$ cat src/sv/wcea_pkg.sv
// Shared constants and types for the wrapping counter elapsed accumulator.
// No dependencies.
`timescale 1ns / 1ps

package wcea_pkg;

  // Fixed widths of the request, response and configuration payloads
  localparam int unsigned SampleW   = 64;
  localparam int unsigned TicksOutW = 64;
  localparam int unsigned PerOutW   = 32;
  localparam int unsigned CfgW      = 64;

  // counter_max after reset: all ones
  localparam logic [CfgW-1:0] CfgMaxRst = {CfgW{1'b1}};

  // Control passed from the front stage to the accumulator
  typedef struct packed {
    logic fire;      // one request steps the accumulator this cycle
    logic restart;   // clear totals and history first
    logic rejected;  // sample above counter_max, history untouched
  } wcea_ctl_t;

endpackage

$ cat src/sv/wcea_if.sv
// Request and response channel interfaces (valid/ready).
// Depends on wcea_pkg.
`timescale 1ns / 1ps

interface wcea_req_if
  import wcea_pkg::*;
();
  logic               valid;
  logic               ready;
  logic [SampleW-1:0] sample_value;
  logic               restart;

  modport source (output valid, sample_value, restart, input ready);
  modport sink   (input valid, sample_value, restart, output ready);
endinterface

interface wcea_rsp_if
  import wcea_pkg::*;
();
  logic                 valid;
  logic                 ready;
  logic [TicksOutW-1:0] total_ticks;
  logic [PerOutW-1:0]   total_periods;
  logic                 sample_rejected;

  modport source (output valid, total_ticks, total_periods, sample_rejected, input ready);
  modport sink   (input valid, total_ticks, total_periods, sample_rejected, output ready);
endinterface

$ cat src/sv/wcea_acc.sv
// Accumulator state and combinational step logic (history, mixed-radix total).
// Depends on wcea_pkg.
`timescale 1ns / 1ps

module wcea_acc
  import wcea_pkg::*;
#(
  parameter int unsigned TICK_WIDTH   = 64,
  parameter int unsigned PERIOD_WIDTH = 32
) (
  input  logic                    clk_i,
  input  logic                    rst_ni,
  input  wcea_ctl_t               ctl_i,
  input  logic [TICK_WIDTH-1:0]   sample_i,
  input  logic [TICK_WIDTH-1:0]   max_i,
  output logic [TICK_WIDTH-1:0]   acc_ticks_o,
  output logic [PERIOD_WIDTH-1:0] acc_periods_o
);

  localparam logic [PERIOD_WIDTH-1:0] PerMax = {PERIOD_WIDTH{1'b1}};

  logic [TICK_WIDTH-1:0]   last_q, last_d;
  logic [PERIOD_WIDTH-1:0] wraps_q, wraps_d;
  logic [TICK_WIDTH-1:0]   ticks_q, ticks_d;
  logic [PERIOD_WIDTH-1:0] per_q, per_d;
  logic                    await_q, await_d;

  // state as seen after an optional restart
  logic [TICK_WIDTH-1:0]   cur_last, cur_ticks;
  logic [PERIOD_WIDTH-1:0] cur_wraps, cur_per;
  logic                    cur_await;

  logic                    lt, wrap_inc;
  logic [TICK_WIDTH-1:0]   dt, room;

  always_comb begin
    cur_last  = ctl_i.restart ? '0 : last_q;
    cur_wraps = ctl_i.restart ? '0 : wraps_q;
    cur_ticks = ctl_i.restart ? '0 : ticks_q;
    cur_per   = ctl_i.restart ? '0 : per_q;
    cur_await = ctl_i.restart ? 1'b1 : await_q;

    lt       = sample_i < cur_last;
    wrap_inc = lt && (cur_wraps != PerMax);

    // delta ticks; a wrap never leaves dt above max
    priority if (!lt) begin
      dt = sample_i - cur_last;
    end else if (!wrap_inc) begin
      dt = '0;                         // wrap count pinned: clamp
    end else if (cur_last > max_i) begin
      dt = sample_i;                   // max lowered under history
    end else begin
      dt = sample_i + (max_i - cur_last) + 1'b1;
    end
    room = max_i - dt;

    last_d  = cur_last;
    wraps_d = cur_wraps;
    ticks_d = cur_ticks;
    per_d   = cur_per;
    await_d = cur_await;

    if (!ctl_i.rejected) begin
      last_d  = sample_i;
      wraps_d = cur_wraps + PERIOD_WIDTH'(wrap_inc);
      await_d = 1'b0;
      if (!cur_await) begin
        if (room >= cur_ticks) begin
          ticks_d = cur_ticks + dt;
        end else begin
          ticks_d = cur_ticks - (room + 1'b1);
          per_d   = (cur_per == PerMax) ? cur_per : cur_per + 1'b1;
        end
      end
    end
  end

  always_ff @(posedge clk_i or negedge rst_ni) begin
    if (!rst_ni) begin
      last_q  <= '0;
      wraps_q <= '0;
      ticks_q <= '0;
      per_q   <= '0;
      await_q <= 1'b1;
    end else if (ctl_i.fire) begin
      last_q  <= last_d;
      wraps_q <= wraps_d;
      ticks_q <= ticks_d;
      per_q   <= per_d;
      await_q <= await_d;
    end
  end

  assign acc_ticks_o   = ticks_q;
  assign acc_periods_o = per_q;

  // period total only grows between restarts
  a_per_mono: assert property (@(posedge clk_i) disable iff (!rst_ni)
    ctl_i.fire && !ctl_i.restart |=> per_q >= $past(per_q))
    else $error("period total decreased without restart");

  // an accepted sample primes history
  a_primed: assert property (@(posedge clk_i) disable iff (!rst_ni)
    ctl_i.fire && !ctl_i.rejected |=> !await_q && last_q == $past(sample_i))
    else $error("valid sample did not update history");

  // a rejected sample leaves history alone
  a_rej_hold: assert property (@(posedge clk_i) disable iff (!rst_ni)
    ctl_i.fire && ctl_i.rejected && !ctl_i.restart |=>
      $stable(last_q) && $stable(wraps_q) && $stable(ticks_q))
    else $error("rejected sample changed history");

endmodule

$ cat src/sv/wrapping_counter_elapsed_accumulator.sv
// Top level: request stage, configuration register, accumulator and response.
// Depends on wcea_pkg, wcea_if (wcea_req_if, wcea_rsp_if) and wcea_acc.
`timescale 1ns / 1ps

// Channel  Dir  Handshake     Payload
// -------  ---  ------------  ------------------------------------------------
// req_i    in   valid/ready   sample_value[63:0], restart
// rsp_o    out  valid/ready   total_ticks[63:0], total_periods[31:0],
//                             sample_rejected
// cfg      in   cfg_we_i      cfg_wdata_i[63:0] -> counter_max
//
// One request per cycle sustained while rsp_o takes each response without stalling.
// Stage one registers the request and the range check; the accumulator's
// compare/subtract/add chain then updates the totals, which drive the response.
// Reset clears the history, totals and counter_max (to all ones); no sweep.
// Response stall holds the state; a fresh request is still taken while the
// front stage is empty.

module wrapping_counter_elapsed_accumulator
  import wcea_pkg::*;
#(
  parameter int unsigned TICK_WIDTH   = 64,
  parameter int unsigned PERIOD_WIDTH = 32
) (
  input  logic             clk_i,
  input  logic             rst_ni,
  input  logic             cfg_we_i,
  input  logic [CfgW-1:0]  cfg_wdata_i,
  wcea_req_if.sink         req_i,
  wcea_rsp_if.source       rsp_o
);

  // counter_max register
  logic [CfgW-1:0] cmax_q;
  logic [TICK_WIDTH-1:0] max_eff;   // counter_max under the tick mask

  always_ff @(posedge clk_i or negedge rst_ni) begin
    if (!rst_ni) begin
      cmax_q <= CfgMaxRst;
    end else if (cfg_we_i) begin
      cmax_q <= cfg_wdata_i;
    end
  end

  assign max_eff = cmax_q[TICK_WIDTH-1:0];

  // front stage: captured request plus range check
  logic                  s1_vld_q;
  logic [TICK_WIDTH-1:0] s1_samp_q;
  logic                  s1_rst_q;
  logic                  s1_rej_q;
  logic                  rej_in;

  // response stage
  logic rsp_vld_q;
  logic rsp_rej_q;

  logic advance;   // front stage moves into the accumulator/response
  logic accept;

  assign rej_in  = req_i.sample_value > SampleW'(max_eff);
  assign advance = s1_vld_q && (!rsp_vld_q || rsp_o.ready);
  assign req_i.ready = !s1_vld_q || advance;
  assign accept  = req_i.valid && req_i.ready;

  always_ff @(posedge clk_i or negedge rst_ni) begin
    if (!rst_ni) begin
      s1_vld_q <= 1'b0;
    end else if (req_i.ready) begin
      s1_vld_q <= req_i.valid;
    end
  end

  // payload only; no reset needed
  always_ff @(posedge clk_i) begin
    if (accept) begin
      s1_samp_q <= req_i.sample_value[TICK_WIDTH-1:0];
      s1_rst_q  <= req_i.restart;
      s1_rej_q  <= rej_in;
    end
  end

  always_ff @(posedge clk_i or negedge rst_ni) begin
    if (!rst_ni) begin
      rsp_vld_q <= 1'b0;
      rsp_rej_q <= 1'b0;
    end else if (advance) begin
      rsp_vld_q <= 1'b1;
      rsp_rej_q <= s1_rej_q;
    end else if (rsp_o.ready) begin
      rsp_vld_q <= 1'b0;
    end
  end

  wcea_ctl_t             ctl;
  logic [TICK_WIDTH-1:0]   acc_ticks;
  logic [PERIOD_WIDTH-1:0] acc_per;
  logic [63:0]             per_ext;

  assign ctl.fire     = advance;
  assign ctl.restart  = s1_rst_q;
  assign ctl.rejected = s1_rej_q;

  // totals registers double as the response payload: they only move when
  // the previous response has gone out
  wcea_acc #(
    .TICK_WIDTH  (TICK_WIDTH),
    .PERIOD_WIDTH(PERIOD_WIDTH)
  ) u_acc (
    .clk_i        (clk_i),
    .rst_ni       (rst_ni),
    .ctl_i        (ctl),
    .sample_i     (s1_samp_q),
    .max_i        (max_eff),
    .acc_ticks_o  (acc_ticks),
    .acc_periods_o(acc_per)
  );

  assign per_ext = 64'(acc_per);

  assign rsp_o.valid           = rsp_vld_q;
  assign rsp_o.total_ticks     = TicksOutW'(acc_ticks);
  assign rsp_o.total_periods   = per_ext[PerOutW-1:0];
  assign rsp_o.sample_rejected = rsp_rej_q;

  // a stalled response never gets overwritten
  a_no_overrun: assert property (@(posedge clk_i) disable iff (!rst_ni)
    rsp_vld_q && !rsp_o.ready |-> !advance)
    else $error("response overwritten while stalled");

  // the reject flag travels with the request that moved into the response
  a_rej_flag: assert property (@(posedge clk_i) disable iff (!rst_ni)
    advance |=> rsp_vld_q && rsp_rej_q == $past(s1_rej_q))
    else $error("response flag does not follow request");

  // front stage only drains into an open response slot
  a_s1_hold: assert property (@(posedge clk_i) disable iff (!rst_ni)
    s1_vld_q && !advance |=> s1_vld_q && $stable(s1_samp_q))
    else $error("front stage lost a request");

endmodule

$ cat src/flat_wrapper.sv
// flat-port wrapper written by rule: the top's interface ports become plain ports
module wrapping_counter_elapsed_accumulator_flat import wcea_pkg::*;
#(
  parameter int unsigned TICK_WIDTH   = 64,
  parameter int unsigned PERIOD_WIDTH = 32
)
  (clk_i, rst_ni, cfg_we_i, cfg_wdata_i, req_i_valid, req_i_sample_value, req_i_restart, req_i_ready, rsp_o_valid, rsp_o_total_ticks, rsp_o_total_periods, rsp_o_sample_rejected, rsp_o_ready);
  wcea_req_if req_i_i ();
  wcea_rsp_if rsp_o_i ();
  input  logic clk_i;
  input  logic rst_ni;
  input  logic cfg_we_i;
  input  logic [CfgW-1:0] cfg_wdata_i;
  input wire logic [$bits(req_i_i.valid)-1:0] req_i_valid;
  input wire logic [$bits(req_i_i.sample_value)-1:0] req_i_sample_value;
  input wire logic [$bits(req_i_i.restart)-1:0] req_i_restart;
  output wire logic [$bits(req_i_i.ready)-1:0] req_i_ready;
  output wire logic [$bits(rsp_o_i.valid)-1:0] rsp_o_valid;
  output wire logic [$bits(rsp_o_i.total_ticks)-1:0] rsp_o_total_ticks;
  output wire logic [$bits(rsp_o_i.total_periods)-1:0] rsp_o_total_periods;
  output wire logic [$bits(rsp_o_i.sample_rejected)-1:0] rsp_o_sample_rejected;
  input wire logic [$bits(rsp_o_i.ready)-1:0] rsp_o_ready;
  assign req_i_i.valid = req_i_valid;
  assign req_i_i.sample_value = req_i_sample_value;
  assign req_i_i.restart = req_i_restart;
  assign req_i_ready = req_i_i.ready;
  assign rsp_o_valid = rsp_o_i.valid;
  assign rsp_o_total_ticks = rsp_o_i.total_ticks;
  assign rsp_o_total_periods = rsp_o_i.total_periods;
  assign rsp_o_sample_rejected = rsp_o_i.sample_rejected;
  assign rsp_o_i.ready = rsp_o_ready;
  wrapping_counter_elapsed_accumulator #(.TICK_WIDTH(TICK_WIDTH), .PERIOD_WIDTH(PERIOD_WIDTH)) u_core (.clk_i(clk_i), .rst_ni(rst_ni), .cfg_we_i(cfg_we_i), .cfg_wdata_i(cfg_wdata_i), .req_i(req_i_i), .rsp_o(rsp_o_i));
endmodule
$ cat config.mk
export PLATFORM = sky130hd
export DESIGN_NAME = wrapping_counter_elapsed_accumulator_flat
export DESIGN_NICKNAME = d
export VERILOG_FILES = /design/src/sv/wcea_pkg.sv /design/src/sv/wcea_if.sv /design/src/sv/wcea_acc.sv /design/src/sv/wrapping_counter_elapsed_accumulator.sv /design/src/flat_wrapper.sv
export SDC_FILE = /design/constraint.sdc
export NUM_CORES = 2
export LEC_CHECK = 0
export ABC_AREA = 1
export BUFFER_PORTS_ARGS = -buffer_cell sky130_fd_sc_hd__clkbuf_2
export CAP_MARGIN = 20
export CORE_MARGIN = 5
export CORE_UTILIZATION = 35
export CTS_CLUSTER_DIAMETER = 60
export DETAILED_ROUTE_END_ITERATION = 10
export PLACE_DENSITY = 0.5
export SYNTH_ARGS = -nofsm -noshare
export SYNTH_HDL_FRONTEND = slang
export SYNTH_HIERARCHICAL = 1
export SYNTH_SLANG_ARGS = --single-unit
export TNS_END_PERCENT = 10
$ cat constraint.sdc
create_clock -name clk_i -period 28.7 [get_ports clk_i]
set_input_delay 5.74 -clock clk_i [delete_from_list [all_inputs] [get_ports clk_i]]
set_output_delay 5.74 -clock clk_i [all_outputs]
set_load 0.03 [all_outputs]
# Word level (Yosys, flattened, before mapping)

Index checks and enable logic that the tools add are counted.
Widths: inputs -> output; s select.

Output and inout bits: 99
Bits of input ports: 134
Register bits after elaboration: 326
Word-level logic and storage cells: 56

Equal/unequal tests: 2
Multiplexer cells: 20
Reductions and logical operators: 8
Order comparisons: 4
$add $sub $neg: 10

Operator list:

| kind                  | number |
|---|---|
| $mux 64               | 9 |
| $sub 64x64->64        | 4 |
| $mux 32               | 7 |
| $add 64x1->64 const B | 2 |
| $add 64x64->64        | 2 |
| $gt 64x64->1          | 2 |
| $ge 64x64->1          | 1 |
| $lt 64x64->1          | 1 |
| $add 32x1->32         | 1 |
| $add 32x1->32 const B | 1 |
| $eq 32x32->1 const B  | 1 |
| $ne 32x32->1 const B  | 1 |
| $mux 1                | 4 |
| $logic_and 1x1->1     | 3 |
| $logic_not 1->1       | 2 |
| $logic_or 1x1->1      | 2 |
| $reduce_bool 2->1     | 1 |

# Depth between registers and ports, before layout

Depth after elaboration: 13
Mapped depth: 67
Gate-level depth less buffers: 60

# By module

The synthesis kept the hierarchy.

Modules (own cells, without submodules):

| module                               | times used | area each (um^2) | seq. area each (um^2) | cells each |
|---|---|---|---|---|
| wcea_acc                             | 1          | 38588.3          | 4830.9                | 6511 |
| wrapping_counter_elapsed_accumulator | 1          | 6130.9           | 3738.6                | 567 |

# Worst setup path before layout

No wires, ideal clock.

Path type: input port to output port
Start point: input port rsp_o_ready
End point: output port req_i_ready
Cell stages on the path: 2
Arrival: 6.062 ns
Buffers on the path: 0
Required time: 22.960 ns
Setup slack: 16.898 ns
Cells stage by stage: inv_1 -> nand3_1

Cells in the longest elaborated chain, start to end: 3

Ends and longest elaborated chain:

| what              | line                                       | RTL |
|---|---|---|
| from (decl)       | flat_wrapper.sv:22                         | `input wire logic [$bits(rsp_o_i.ready)-1:0] rsp_o_ready;` |
| $logic_or 1x1->1  | wrapping_counter_elapsed_accumulator.sv:62 | `assign advance = s1_vld_q && (!rsp_vld_q \|\| rsp_o.ready);` |
| $logic_and 1x1->1 | wrapping_counter_elapsed_accumulator.sv:62 |  |
| $logic_or 1x1->1  | wrapping_counter_elapsed_accumulator.sv:63 | `assign req_i.ready = !s1_vld_q \|\| advance;` |
| to (decl)         | flat_wrapper.sv:17                         | `output wire logic [$bits(req_i_i.ready)-1:0] req_i_ready;` |

Every way passes these cells.

# Worst setup path in the final report

Start point: register u_core.s1_rst_q
End point: register u_core.u_acc.per_q[17], in the netlist u_core/u_acc/acc_periods_o[17]

Cells in the longest elaborated chain, start to end: 12
Elaborated cells on any way between the ends: 24
Classes of those cells: add/sub: 6; order compare: 3; eq/ne: 2; mux: 12; reduce/logical: 1

Ends and longest elaborated chain:

| what                   | line                                       | RTL |
|---|---|---|
| from (decl)            | wrapping_counter_elapsed_accumulator.sv:50 | `logic s1_rst_q;` |
| from (signal assigned) | wrapping_counter_elapsed_accumulator.sv:78 | `s1_rst_q <= req_i.restart;` |
| $mux 64                | wcea_acc.sv:37                             | `cur_last = ctl_i.restart ? '0 : last_q;` |
| $sub 64x64->64         | wcea_acc.sv:54                             | `dt = sample_i + (max_i - cur_last) + 1'b1;` |
| $add 64x64->64         | wcea_acc.sv:54                             |  |
| $add 64x1->64          | wcea_acc.sv:54                             |  |
| $mux 64                | wcea_acc.sv:51                             | `end else if (cur_last > max_i) begin` |
| $mux 64                | wcea_acc.sv:49                             | `end else if (!wrap_inc) begin` |
| $mux 64                | wcea_acc.sv:47                             | `priority if (!lt) begin` |
| $sub 64x64->64         | wcea_acc.sv:56                             | `room = max_i - dt;` |
| $ge 64x64->1           | wcea_acc.sv:69                             | `if (room >= cur_ticks) begin` |
| $mux 32                | wcea_acc.sv:69                             |  |
| $mux 32                | wcea_acc.sv:68                             | `if (!cur_await) begin` |
| $mux 32 *              | wcea_acc.sv:64                             | `if (!ctl_i.rejected) begin` |
| to (signal assigned)   | wcea_acc.sv:90                             | `per_q <= per_d;` |
| to (decl)              | wcea_acc.sv:25                             | `logic [PERIOD_WIDTH-1:0] per_q, per_d;` |

Mark *: on every way between the ends. The rest lies on a longest branch, timed or not.
A chain may end at the register's enable or synchronous reset.

==> reports/results.ini <==
[outcome]
status = complete, no violations

[clocking]
ctsHtreeMaxLevel = 2
clockBufferDepth = 3
hold_buffers = 0
ctsResizeCount = 0
clock_sinks = 326
cts_tree = yes
root_buffer = clkbuf_16
postCtsSetupBuffers = 0
cts_buffers = 54
clkLatencyLatePin_ns = 0.68
clk_pin_slew_worst_paths_ns = 0.06

[synth]
synth_edf_count = 66
ys_warn_count = 6
syn_nets = 7764
synth_compound_area_share_pct = 20.3
ys_seq_elements = 326
synthCells = 7078
synthXorXnorAreaFrac_pct = 4.15
synthArstFlopShare_pct = 79.8
synth_top_area_share_pct = 14.4
yosys.area_share.simple_pct = 27.4
yosysUniqueCellTypes = 77
synthAdderAreaFrac_pct = 16.5
synth_area_mm2 = 0.0447
syn_avg_cell_area_um2 = 6.32
synth_top_family_by_area = simple AND/OR/NAND/NOR gates
synthMuxAreaShare_pct = 0.0252
synth_flop_cell = dfrtp_1
yosys.area.top_type = nand2_1
synthTopCellsByArea = nand2_1 (14%), ha_1 (14%), dfrtp_1 (11%)
ys_seq_area_share_pct = 19.2

[sta]
setup_slack_ns = 16.18
max_freq_mhz = 79.9
finalCriticalPeriod_ns = 12.52
finalSetupTns_ns = 0
slew_headroom_pct = 36.5
finalClockSkew_ns = 0.0513
worst_pin_slew_ns = 0.953
drv_slew = 0
fin_crit_sh_pct = 43.6
setup_viol = 0
rsz0062_at_grt = no
hold_viol = 0

[critical_path]
start_kind = register
r2r_slack_ns = 16.18
endpoint_kind = register
reg2reg_from = u_core/s1_rst_q
cp_num_buf_inv = 12
path_depth = 54
worstPathRequired_ns = 29.26
worst_path_largest_cell_delay_ns = 0.62
r2r-end = u_core/u_acc/acc_periods_o[17]
crit_arrival_ns = 13.08
critPathLaunch = u_core/s1_rst_q
cp_common_cell = nand2_1
cp_max_fo = 49
critical_path.top_delay_family = simple AND/OR/NAND/NOR gates
timing_worst_setup_path_type = reg -> reg
endpoint = u_core/u_acc/acc_periods_o[17]
reg2reg_depth = 54
crit_path_top_delay_cell = buf_4

[drt]
ant_nets = 0
avgRoutedWirePerCell_um = 21.4
vias = 47323
drt_iter0_drc = 3901
wirelength_um = 191000
drt_pass1_iterations = 8
vias_per_cell = 5.28
drc = 0

[min_path]
worstHoldPathType = reg -> reg
min_from = u_core/u_acc/last_q[17]

[floorplan]
core_mm2 = 0.127
floorplan.initialDensity_pct = 35.2
placementRows = 131
die_x_um = 367
ios = 233
die_y_um = 367
dieArea_mm2 = 0.135

[global_routing]
grt_use_total_pct = 27.4
gr-total-overflow = 0
antenna_found_initial = 5
grt_pass1_vias = 45637
grt_max_degree = 99
grt_first_pass_wirelength_um = 285000

[final_layout]
synthToLayoutAreaGrowth_pct = 10.9
drive_gt1_share_pct = 8.13
n_fill_cell = 14221
fin_nets = 7932

[place]
gp_congestion = 1.01
hpwl_um = 160000
preCtsSetupSlack_ns = 16.46
numPortBuffers = 232

[pwr]
powerDensity_mw_per_mm2 = 133
leakagePower_nw = 25.5
ir_drop_uv = 113

[run]
maxCapViolCount = 0

==> worst register-to-register path: cells and delay by family, from the launching register on <==
family	cells	cell delay, ns
DFF	1	0.35
buffers and inverters	12	2.37
AOI/OAI and AO/OA	14	3.55
adders and majority gates	4	1.49
and+or+nand+nor	22	4.23
xor gates and xnor gates	2	0.42
==> kinds of logic (layout without fill, tap and decap cells) <==
logic type | count (synthesis) | count (layout)
simple gates | 2947 | 2947
mux | 1 | 1
buf+inv | 1457 | 1671
flops | 326 | 326
compound gates | 1584 | 1584
other cells | 0 | 4
xor+xnor | 211 | 211
fa+ha+maj | 552 | 552
==> how the worst min path moves through the flow <==
stage	end	cells past startpoint
CTS	u_core/u_acc/last_q[57]	2
detailed placement	u_core/u_acc/last_q[19]	2
global placement	u_core/u_acc/last_q[57]	2
finish	u_core/u_acc/last_q[17]	2
global route	u_core/u_acc/last_q[13]	2
floorplan	u_core/rsp_o.sample_rejected	2
==> registers in the layout, indices dropped and copies added (netlist names) <==
register                      flops
u_core/u_acc/wraps_q             32
u_core/s1_samp_q                 64
u_core/rsp_o.valid                1
u_core/u_acc/acc_ticks_o         64
u_core/s1_rej_q                   1
u_core/rsp_o.sample_rejected      1
u_core/cmax_q                    64
u_core/s1_vld_q                   1
u_core/u_acc/last_q              64
u_core/s1_rst_q                   1
u_core/u_acc/await_q              1
u_core/u_acc/acc_periods_o       32
==> final cells by class <==
| type | count | area, µm² | area share [%] |
|---|---|---|---|
| sequential | 326 | 8570 | 17.3 |
| clock inverter | 33 | 488 | 0.984 |
| tap | 1662 | 2080 | 4.19 |
| antenna | 4 | 10.0 | 0.0202 |
| clock buffer | 69 | 1470 | 2.96 |
| multi-input combinational | 5295 | 30600 | 61.8 |
| inverter | 1309 | 4920 | 9.93 |
| timing repair buffer | 260 | 1410 | 2.84 |
==> cells in the final DEF, fill, tap and decap left out, drive strengths merged, types with 47 or more instances in the layout <==
| cell | count |
|---|---|
| nand2 | 1768 |
| nand3 | 268 |
| fa | 65 |
| ha | 487 |
| o21ai | 496 |
| inv | 1320 |
| xor2 | 141 |
| clkbuf | 299 |
| nor2 | 695 |
| dfrtp | 195 |
| nor3 | 78 |
| o21a | 50 |
| nand4 | 47 |
| dfstp | 65 |
| xnor2 | 70 |
| a21oi | 657 |
| o221ai | 72 |
| a31oi | 110 |
| edfxtp | 66 |
==> synthesized netlist by cell type, drive strengths merged (3+ instances only) <==
library cell  count
a2111oi          11
a211oi           30
a21boi           19
a21o             22
a21oi           657
a221oi            4
a22oi             4
a31oi           110
and3              6
buf              38
clkbuf          110
dfrtp           195
dfstp            65
edfxtp           66
fa               65
ha              487
inv            1308
nand2          1768
nand3           268
nand3b           18
nand4            47
nor2            695
nor3             78
nor3b             3
nor4             29
o2111ai           5
o211ai           45
o21a             50
o21ai           496
o21bai           21
o221ai           72
o22ai            12
o311ai            7
o31ai            10
or2              31
xnor2            70
xor2            141
==> layer usage <==
metal | vias to the layer above | share of wire (%) | track usage [%] | wire (µm)
met5 | - | 0 | 0 | 0
met4 | 0 | 4.1 | 9.95 | 7820
met3 | 242 | 5.0 | 2.54 | 9540
met2 | 1394 | 47 | 47.6 | 90900
met1 | 22270 | 43 | 35.2 | 83100
li1 | 23417 | - | - | -
==> through the flow <==
step / utilization, % / power [W] / cell area (µm²) / cells / hold slack (ns)
2_1_floorplan: - / 0.00412 / 44700 / 7078 / 0.441
3_3_place_gp: 37.4 / 0.00583 / 47600 / 8852 / 0.472
3_5_place_dp: 37.4 / 0.00582 / 47600 / 8852 / 0.476
4_1_cts: 39.0 / 0.00657 / 49600 / 8954 / 0.492
5_1_grt: 39.0 / 0.00714 / 49600 / 8958 / 0.513
6_report: 39.0 / 0.00660 / 49600 / 8958 / 0.488
==> report_power, final <==
| group | switching (W) | internal, W |
|---|---|---|
| Clock | 0.000272 | 0.000434 |
| Combinational | 0.00369 | 0.00154 |
| Sequential | 0.0000871 | 0.000573 |
(Power assumes the default switching activity.)
